$ cat src/rtl/bde_pkg.sv
// ============================================================================
// bde_pkg
// Shared types, sizes and register codes of the 4-neighbour binary
// dilate/erode block.
// ============================================================================
package bde_pkg;

    localparam int MAX_WIDTH  = 1024;
    localparam int MAX_HEIGHT = 1024;

    localparam int COL_W = $clog2(MAX_WIDTH);
    localparam int ROW_W = $clog2(MAX_HEIGHT);
    localparam int DIM_W = 11;
    localparam int PIX_W = 8;

    localparam logic [PIX_W-1:0] PIX_MAX  = 8'd255;
    localparam logic [PIX_W-1:0] PIX_ZERO = 8'd0;

    localparam int CFG_ADDR_W = 4;
    localparam int CFG_DATA_W = 32;

    localparam logic [1:0] REG_WIDTH  = 2'd0;
    localparam logic [1:0] REG_HEIGHT = 2'd1;
    localparam logic [1:0] REG_MODE   = 2'd2;

    localparam int OUT_DEPTH = 4;
    localparam int OUT_PTR_W = 2;
    localparam int OUT_CNT_W = 3;

    typedef struct packed {
        logic [PIX_W-1:0] up;
        logic [PIX_W-1:0] mid;
    } line_word_t;

    typedef struct packed {
        logic [PIX_W-1:0] pixel;
        logic             last;
    } result_t;

    typedef struct packed {
        logic [PIX_W-1:0] center;
        logic [PIX_W-1:0] up;
        logic [PIX_W-1:0] left;
        logic [PIX_W-1:0] below;
        logic             up_en;
        logic             left_en;
        logic             right_en;
        logic             below_en;
        logic             last;
    } job_t;

    function automatic logic [COL_W-1:0] col_last(input logic [DIM_W-1:0] v);
        logic [COL_W-1:0] r;
        if (v == '0)
            r = '0;
        else if (v > DIM_W'(MAX_WIDTH))
            r = COL_W'(MAX_WIDTH - 1);
        else
            r = COL_W'(v - DIM_W'(1));
        return r;
    endfunction

    function automatic logic [ROW_W-1:0] row_last(input logic [DIM_W-1:0] v);
        logic [ROW_W-1:0] r;
        if (v == '0)
            r = '0;
        else if (v > DIM_W'(MAX_HEIGHT))
            r = ROW_W'(MAX_HEIGHT - 1);
        else
            r = ROW_W'(v - DIM_W'(1));
        return r;
    endfunction

endpackage

$ cat src/rtl/bde_out_fifo.sv
// ============================================================================
// bde_out_fifo
// Small result queue that decouples the output stream from the input side.
// ============================================================================
module bde_out_fifo
(
    input  logic                          clk,
    input  logic                          rst_n,
    input  logic                          push,
    input  bde_pkg::result_t              push_data,
    output logic [bde_pkg::OUT_CNT_W-1:0] count,
    output logic                          out_valid,
    input  logic                          out_ready,
    output bde_pkg::result_t              out_word
);

    bde_pkg::result_t               entry_reg [bde_pkg::OUT_DEPTH];
    logic [bde_pkg::OUT_PTR_W-1:0]  wr_ptr_reg;
    logic [bde_pkg::OUT_PTR_W-1:0]  wr_ptr_next;
    logic [bde_pkg::OUT_PTR_W-1:0]  rd_ptr_reg;
    logic [bde_pkg::OUT_PTR_W-1:0]  rd_ptr_next;
    logic [bde_pkg::OUT_CNT_W-1:0]  count_reg;
    logic [bde_pkg::OUT_CNT_W-1:0]  count_next;
    logic                           pop;

    assign out_valid = (count_reg != '0);
    assign pop       = out_valid && out_ready;
    assign out_word  = entry_reg[rd_ptr_reg];
    assign count     = count_reg;

    always_comb
    begin
        wr_ptr_next = wr_ptr_reg;
        rd_ptr_next = rd_ptr_reg;
        count_next  = count_reg;
        if (push)
            wr_ptr_next = wr_ptr_reg + bde_pkg::OUT_PTR_W'(1);
        if (pop)
            rd_ptr_next = rd_ptr_reg + bde_pkg::OUT_PTR_W'(1);
        if (push && !pop)
            count_next = count_reg + bde_pkg::OUT_CNT_W'(1);
        else if (pop && !push)
            count_next = count_reg - bde_pkg::OUT_CNT_W'(1);
    end

    always_ff @(posedge clk or negedge rst_n)
    begin
        if (!rst_n)
        begin
            wr_ptr_reg <= '0;
            rd_ptr_reg <= '0;
            count_reg  <= '0;
        end
        else
        begin
            wr_ptr_reg <= wr_ptr_next;
            rd_ptr_reg <= rd_ptr_next;
            count_reg  <= count_next;
        end
    end

    always_ff @(posedge clk)
    begin
        if (push)
        begin
            entry_reg[wr_ptr_reg] <= push_data;
        end
    end

endmodule
$ cat config.mk
export PLATFORM = sky130hd
export DESIGN_NAME = bde_out_fifo
export DESIGN_NICKNAME = d
export VERILOG_FILES = /design/src/rtl/bde_pkg.sv /design/src/rtl/bde_out_fifo.sv
export SDC_FILE = /design/constraint.sdc
export NUM_CORES = 1
export LEC_CHECK = 0
export BUFFER_PORTS_ARGS = -buffer_cell sky130_fd_sc_hd__buf_2
export CAP_MARGIN = 40
export CORE_ASPECT_RATIO = 1.4
export CORE_MARGIN = 2
export CORE_UTILIZATION = 48
export CTS_CLUSTER_DIAMETER = 150
export DETAILED_ROUTE_END_ITERATION = 16
export HOLD_SLACK_MARGIN = 0.15
export PLACE_DENSITY = 0.8
export SLEW_MARGIN = 10
export SYNTH_ARGS = -nofsm -noshare
export SYNTH_HDL_FRONTEND = slang
export SYNTH_SLANG_ARGS = --single-unit
$ cat constraint.sdc
create_clock -name clk -period 4 [get_ports clk]
set_input_delay 0.2 -clock clk [delete_from_list [all_inputs] [get_ports clk]]
set_output_delay 0.2 -clock clk [all_outputs]
set_load 0.02 [all_outputs]
-- Word level (Yosys, flattened, before mapping)
Memories as Yosys holds them, arrays and structs flattened.
Cells that the tools add are included.
W data, S select, Z words.
- multiplexer cells: 4
- add/sub/neg operators: 4
- reductions and logical operators: 7
- operators with widths (cell ; count):
    $mux W3 ; 2
    $add A2 B1 Y2 const B ; 2
    $add A3 B1 Y3 const B ; 1
    $logic_and A1 B1 Y1 ; 3
    $reduce_bool A3 Y1 ; 1
    $sub A3 B1 Y3 const B ; 1
    $logic_not A1 Y1 ; 2
    $mux W1 ; 2
    $reduce_bool A2 Y1 ; 1
- output and inout bits: 13
- RAM bits: 36
- input bits: 13
- memories kept: 1
- logic and storage cells: 19
- register bits after elaboration: 7
- memory list (memory ; depth ; width ; rd ports ; clocked after Yosys merged registers in ; wr ports ; line ; RTL):
    entry_reg ; 4 ; 9 ; 1 ; 0 ; 1 ; bde_out_fifo.sv:17 ; bde_pkg::result_t entry_reg [bde_pkg::OUT_DEPTH];

-- Longest topological paths before layout
Gate-level depths: netlist of the first run.
- depth after elaboration: 5
- gate-level depth with buffers: 8

-- Worst setup path after synthesis of the first run
Ideal clock, no wire load.
- path type: register -> register
- start: reg count_reg, in the netlist count[0]
- end: reg count_reg, in the netlist count[2]
- data required time: 3.920 ns
- path buffers: 0
- clock period less this slack: 2.111 ns
- slack: 1.889 ns
- stages on the path, launching flop included: 9
- data arrival time: 2.031 ns
- cell sequence: dfrtp_1 -> or3_4 -> nand2_4 -> ha_1 -> inv_1 -> fa_1 -> xor2_1 -> nor2_1 -> xor2_1
- cells in the longest elaborated chain, start to end: 5
- ends and longest elaborated chain (item ; line ; RTL):
    start, declared ; bde_out_fifo.sv:22 ; logic [bde_pkg::OUT_CNT_W-1:0] count_reg;
    start signal, assigned ; bde_out_fifo.sv:58 ; count_reg <= count_next;
    $reduce_bool A3 Y1 (*) ; bde_out_fifo.sv:26 ; assign out_valid = (count_reg != '0);
    net out_valid ; bde_out_fifo.sv:12 ; output logic out_valid,
    $logic_and A1 B1 Y1 (*) ; bde_out_fifo.sv:27 ; assign pop = out_valid && out_ready;
    $logic_not A1 Y1 ; bde_out_fifo.sv:40 ; if (push && !pop)
    $logic_and A1 B1 Y1 ; bde_out_fifo.sv:40 ;
    $mux W3 or $reduce_bool A2 Y1 (tied branches) ; - ;
The timed path passes the listed nets; every way through them passes the cells marked *. The select of a mux whose other input is x is not followed.
A chain may end at the register's enable or synchronous reset.

-- Worst setup path in the final report of the first run
- start: reg count_reg, in the netlist count[0]
- end: reg count_reg, in the netlist count[2]
- cells in the longest elaborated chain, start to end: 5
- ends and longest elaborated chain (item):
    branches (longest 5 deep; another with $sub A3 B1 Y3)
Several ways; the timed one is not identified. The select of a mux whose other input is x is not followed.

==> flow_summary.json, run 1 <==
{
  "p_int_w": 0.00101,
  "insertion_delay_ns": 0.28,
  "fmax_ghz": 0.478,
  "slowest_delay_ns": 0.44,
  "yosysUniqueCellTypes": 19,
  "htreeDepth": 2,
  "post_cts_buffers": 0,
  "wl_per_cell_um": 16.2,
  "skew_ns": 0.00289,
  "hold_ws_ns": 0.192,
  "ios": 26,
  "path_buf_inv": 1,
  "diodes": 0,
  "syn_area_um2": 1710,
  "cts_max_path_buffers": 2,
  "power_frac_comb": 0.319,
  "ant_nets": 0,
  "path_cells": "or3_4, nand2_4, ha_1, inv_1, fa_1, xor2_1, nor2_1, xor2_1",
  "chipHeight_um": 74.6,
  "hold_path.class": "in -> reg",
  "final_cell_mix": "edfxtp_1, buf_2, dlygate4sd3_1",
  "area_growth_pct": 21.2,
  "finalSetupViolations": 0,
  "cts_tree": "done",
  "clkTransAtPathRegs_ns": 0.07,
  "avgSynthCellArea_um2": 21.3,
  "wl_mm": 2.59,
  "fp-row-count": 25,
  "dr_total_vias": 847,
  "largest_reg_flops": 36,
  "reg2regPathDepth": 8,
  "grt_max_degree": 13,
  "r2r-start": "count[0]",
  "grt_pass1_vias": 880,
  "yosysTopAreaCell": "edfxtp_1",
  "vdd_drop_max_uv": 430,
  "cap_violations": 0,
  "slowest_stage": "dfrtp_1",
  "finalCritPeriodShare": 0.523,
  "yosys_warnings": 0,
  "cts_buffers": 5,
  "rsz0062_at_grt": "false",
  "remaining_drc_errors": 0,
  "status": "finished clean",
  "grt_pass1_wl_mm": 4.09,
  "synth_seq_cells": 43,
  "start_kind": "flop",
  "track_usage": 0.152,
  "path_delay_family": "simple AND/OR/NAND/NOR gates",
  "die_area_um2": 4060,
  "hpwl_mm": 1.85,
  "synthesis.nets": 99,
  "routabilityCongestion": 0.680,
  "end_kind": "flop",
  "ff2ff_setup_slack_ns": 1.91,
  "critical_path_class": "reg -> reg",
  "design.core.area_um2": 3380,
  "overflow": 0,
  "critPathMostFrequentCell": "xor2_1",
  "worstReg2RegEnd": "count[2]",
  "seqPwrFrac": 0.471,
  "cts_sinks": 43,
  "drt_iter0_drc": 24,
  "layout.nets": 139,
  "crit_arrival_ns": 2.31,
  "endpoint": "count[2]",
  "drive_above_1_share": 0.358,
  "fill_cells": 246,
  "power_density_nw_per_um2": 712,
  "path_max_fanout": 4,
  "hold_viol": 0,
  "die_w_um": 54.4,
  "drtPass1Iterations": 4,
  "slew_violations": 0,
  "required_ns": 4.21,
  "p_clk_frac": 0.209,
  "yosysTopAreaCellShare": 0.633,
  "io_buffers": 25,
  "cp.depth": 8,
  "swShare": 0.317,
  "post-route-min-period_ns": 2.09,
  "finalSetupTns_ns": 0,
  "synthTopCellsByArea": "edfxtp_1, mux4_2, dfrtp_1",
  "syn_inst": 80,
  "tightest_slew_ns": 0.652,
  "vias_per_cell": 5.29,
  "root_buffer": "clkbuf_8",
  "antenna_found_initial": 0,
  "ys_seq_area_frac": 0.736,
  "p_switching_w": 0.000468,
  "p_leak_nw": 0.776,
  "maxSlewHeadroom": 0.566,
  "initial_core_util": 0.505,
  "mostFrequentLayoutCell": "edfxtp_1",
  "startpoint": "count[0]"
}
[area by class of cell]
class | instances | area, um2 | share of cell area
repair buffers | 35 | 225 | 0.109
clock inverters | 1 | 30.0 | 0.0145
flip-flops and latches | 43 | 1260 | 0.607
clock buffers | 6 | 72.6 | 0.0351
inverters | 3 | 11.3 | 0.00544
well taps | 40 | 50.0 | 0.0242
multi-input cells | 32 | 423 | 0.204
[per-stage QoR]
stage | power (W) | util | worst slack [ns] | instances | area, um2
2_1_floorplan | 0.00104 | - | 1.89 | 80 | 1710
3_3_place_gp | 0.00115 | 0.552 | 2.01 | 143 | 1870
3_5_place_dp | 0.00118 | 0.552 | 1.91 | 143 | 1870
4_1_cts | 0.00150 | 0.612 | 1.89 | 160 | 2070
5_1_grt | 0.00156 | 0.612 | 1.81 | 160 | 2070
6_report | 0.00147 | 0.612 | 1.91 | 160 | 2070
[metal layers]
metal  GRT usage  up-vias  part of all wire
met5           0        -                 0
met4      0.0750        0             0.023
met3      0.0422        5             0.058
met2       0.253       30              0.56
met1       0.177      427              0.36
li1            -      385                 -
[power by group through the flow]
stage               registers [W]  clock network [W]  logic, W
floorplan                0.000666                  0  0.000370
global placement         0.000699                  0  0.000450
detailed placement       0.000709                  0  0.000468
CTS                      0.000700           0.000318  0.000478
global route             0.000711           0.000330  0.000514
finish                   0.000695           0.000308  0.000471
[cell usage after synthesis (all sizes together)]
cell type   n
mux2        1
inv         3
buf         2
dfrtp       7
o21ai       1
xnor2       3
or3         1
nand3       1
ha          5
fa          1
and2        4
edfxtp     36
mux4        9
nor2        1
xor2        3
nand2       2
[kinds of logic (layout without fill, tap and decap cells)]
logic type	after synthesis	count (layout)	share of synthesized area
flops	43	43	0.736
mux	10	10	0.128
simple gates	9	9	0.0381
fa+ha+maj	6	6	0.0484
xor+xnor	6	6	0.0308
buf+inv	5	45	0.0161
compound gates	1	1	0.00293
[how the worst min path moves through the flow]
stage	from	to	cells past startpoint
after floorplan	rst_n	count[0]	0
after global placement	rst_n	wr_ptr_reg[0]	1
after detailed placement	rst_n	wr_ptr_reg[1]	1
after CTS	push	wr_ptr_reg[0]	2
after global routing	out_ready	rd_ptr_reg[0]	3
final	push	wr_ptr_reg[0]	2
[timing repair]
item / in CTS / in global routing
endpoints found under the setup margin: 0 / 0
hold buffers: 10 / 0
endpoints found under the hold margin: 43 / 0
gates resized for setup: 0 / 0
Power figures use the tool's default switching activity.
==> run 2, diff against run 1 <==
--- a/config.mk
+++ b/config.mk
@@ -5,6 +5,7 @@
 export SDC_FILE = /design/constraint.sdc
 export NUM_CORES = 1
 export LEC_CHECK = 0
+export ABC_AREA = 1
 export BUFFER_PORTS_ARGS = -buffer_cell sky130_fd_sc_hd__buf_2
 export CAP_MARGIN = 40
 export CORE_ASPECT_RATIO = 1.4
==> constraint.sdc (replaced) <==
create_clock -name clk -period 2.1 [get_ports clk]
set_input_delay 0.105 -clock clk [delete_from_list [all_inputs] [get_ports clk]]
set_output_delay 0.105 -clock clk [all_outputs]
set_load 0.02 [all_outputs]
==> run 2 against run 1 <==
  * Global-route usage down 0.11 points
  * Synthesized cell count up 98%
  * Via count up 37%
  * Largest cell class unchanged
==> flow_summary.json, run 2 <==
{
  "status": "finished clean",
  "hold_viol": 0,
  "slew_violations": 0,
  "critical_path_class": "reg -> out",
  "post-route-min-period_ns": 1.90,
  "path_delay_family": "flip-flops",
  "ios": 26,
  "skew_ns": 0.00508,
  "ff2ff_setup_slack_ns": 0.36,
  "design.core.area_um2": 3680,
  "largest_reg_flops": 36,
  "grt_pass1_wl_mm": 4.85,
  "cts_buffers": 5,
  "yosys_warnings": 0,
  "place_area_um2": 1990,
  "regArea_um2": 1260,
  "finalSetupTns_ns": 0,
  "post_cts_buffers": 0,
  "slowest_delay_ns": 0.61,
  "dr_total_vias": 1160,
  "synth_commonest_cells": "nand2_1, edfxtp_1, inv_1",
  "remaining_drc_errors": 0,
  "p_clk_frac": 0.167,
  "grt_pass1_vias": 1090,
  "p_leak_nw": 0.985,
  "cts_max_path_buffers": 2,
  "yosysUniqueCellTypes": 18,
  "routabilityCongestion": 0.786,
  "clkTransAtPathRegs_ns": 0.07,
  "die_area_um2": 4390,
  "final_cell_area_um2": 2190,
  "wl_per_cell_um": 12.5,
  "path_max_fanout": 11,
  "drive_above_1_share": 0.157,
  "start_kind": "flop",
  "path_cells": "clkinv_1, o211ai_1, nand2_1, buf_2",
  "cts_sinks": 43,
  "mostFrequentLayoutCell": "nand2_1",
  "hold_path.class": "in -> async",
  "use_met1": 0.158,
  "overflow": 0,
  "hold_ws_ns": 0.179,
  "maxSlewHeadroom": 0.635,
  "htreeDepth": 2,
  "grt_busiest_layer": "met2",
  "initial_core_util": 0.505,
  "syn_area_um2": 1860,
  "vdd_drop_max_uv": 865,
  "synthTopCellsByArea": "edfxtp_1, nand2_1, dfrtp_1",
  "cap_violations": 0,
  "ys.flop_type": "edfxtp_1",
  "p_switching_w": 0.00111,
  "power_frac_comb": 0.391,
  "antenna_found_initial": 0,
  "ant_nets": 0,
  "swShare": 0.389,
  "r2r-start": "count[0]",
  "diodes": 0,
  "syn_inst": 158,
  "ctsResizeCount": 0,
  "fill_cells": 298,
  "fmax_ghz": 0.526,
  "slowest_stage": "dfrtp_1",
  "layout.nets": 216,
  "tightest_slew_ns": 0.546,
  "synth_seq_cells": 43,
  "io_buffers": 25,
  "required_ns": 2.00,
  "wl_mm": 3.00,
  "grt_max_degree": 38,
  "hpwl_mm": 1.91,
  "rsz0062_at_grt": "false",
  "startpoint": "rd_ptr_reg[1]",
  "vias_per_cell": 4.83,
  "insertion_delay_ns": 0.29,
  "finalSetupViolations": 0,
  "worstReg2RegEnd": "count[2]",
  "async_flop_share": 0.163,
  "grtUsageMet2": 0.265,
  "final_cell_mix": "nand2_1, edfxtp_1, inv_1",
  "end_kind": "output port",
  "avgSynthCellArea_um2": 11.8,
  "drt_iter0_drc": 21,
  "endpoint": "out_word[0]",
  "synthesis.nets": 177,
  "cts_tree": "done",
  "yosysTopAreaCellShare": 0.582,
  "seqPwrFrac": 0.442,
  "reg2regPathDepth": 10,
  "path_buf_inv": 2,
  "synth_edf_count": 36,
  "cp.depth": 4,
  "grt_use_met3": 0.0367,
  "drtPass1Iterations": 4,
  "power_density_nw_per_um2": 1300,
  "synth_most_common_cell": "nand2_1",
  "finalCritPeriodShare": 0.905,
  "yosysTopAreaCell": "edfxtp_1",
  "final_core_util": 0.596,
  "track_usage": 0.151,
  "multi_input_area_um2": 442,
  "p_int_w": 0.00175,
  "chipHeight_um": 77.6,
  "root_buffer": "clkbuf_8",
  "crit_arrival_ns": 1.80,
  "fp-row-count": 26,
  "ys_seq_area_frac": 0.676,
  "area_growth_pct": 18.0,
  "die_w_um": 56.6
}
run 2: cell types whose count changed in the layout (fill, tap and decap cells not counted), sizes merged, moves of 4 or more:
cell / previous run / this run
o211ai: 0 / 18
nand2: 2 / 47
inv: 3 / 30
mux4: 9 / 0
and2: 4 / 0
run 2: cell families (layout without fill, tap and decap cells):
kind of cell | count (synthesis) | after routing | synth area share
AOI/OAI and AO/OA | 19 | 19 | 0.0754
buffers and inverters | 36 | 76 | 0.0862
xor gates and xnor gates | 2 | 2 | 0.00943
DFF | 43 | 43 | 0.676
adders and majority gates | 6 | 6 | 0.0444
and+or+nand+nor | 52 | 52 | 0.108
run 2: worst min path at each step:
stage | cells after the start | to | startpoint
finish | 2 | rd_ptr_reg[1] | rst_n
global route | 2 | rd_ptr_reg[1] | rst_n
CTS | 2 | count[1] | rst_n
detailed placement | 1 | count[2] | rst_n
global placement | 1 | count[2] | rst_n
floorplan | 0 | count[0] | rst_n
run 2: final cells by class:
class | instances | share of cell area
multi-input cells | 79 | 0.201
well taps | 42 | 0.0240
clock buffers | 8 | 0.0365
repair buffers | 37 | 0.112
flip-flops and latches | 43 | 0.573
inverters | 31 | 0.0531
run 2: power groups by stage:
| stage | clock network [W] | logic, W | registers [W] |
|---|---|---|---|
| 6_report | 0.000478 | 0.00112 | 0.00126 |
| 5_1_grt | 0.000520 | 0.00126 | 0.00129 |
| 3_5_place_dp | 0 | 0.00111 | 0.00128 |
| 2_1_floorplan | 0 | 0.000839 | 0.00127 |
| 4_1_cts | 0.000491 | 0.00113 | 0.00127 |
| 3_3_place_gp | 0 | 0.00108 | 0.00128 |
run 2: repair_timing:
| action | 4_1_cts | 5_1_grt |
|---|---|---|
| setup endpoints to repair | 0 | 0 |
| hold endpoints to repair | 46 | 0 |
| hold buffers | 12 | 0 |
run 2: metal layers:
metal  wire [um]  part of all wire
met1        1200              0.40
met2        1640              0.55
met3          88             0.029
met4          67             0.022
met5           0                 0
run 2: per-stage QoR:
step / worst slack, ns / total power (W) / instances
after floorplan: 0.235 / 0.00211 / 158
after CTS: 0.197 / 0.00289 / 240
after global placement: 0.419 / 0.00236 / 220
final: 0.199 / 0.00286 / 240
after global routing: 0.0798 / 0.00307 / 240
after detailed placement: 0.364 / 0.00239 / 220
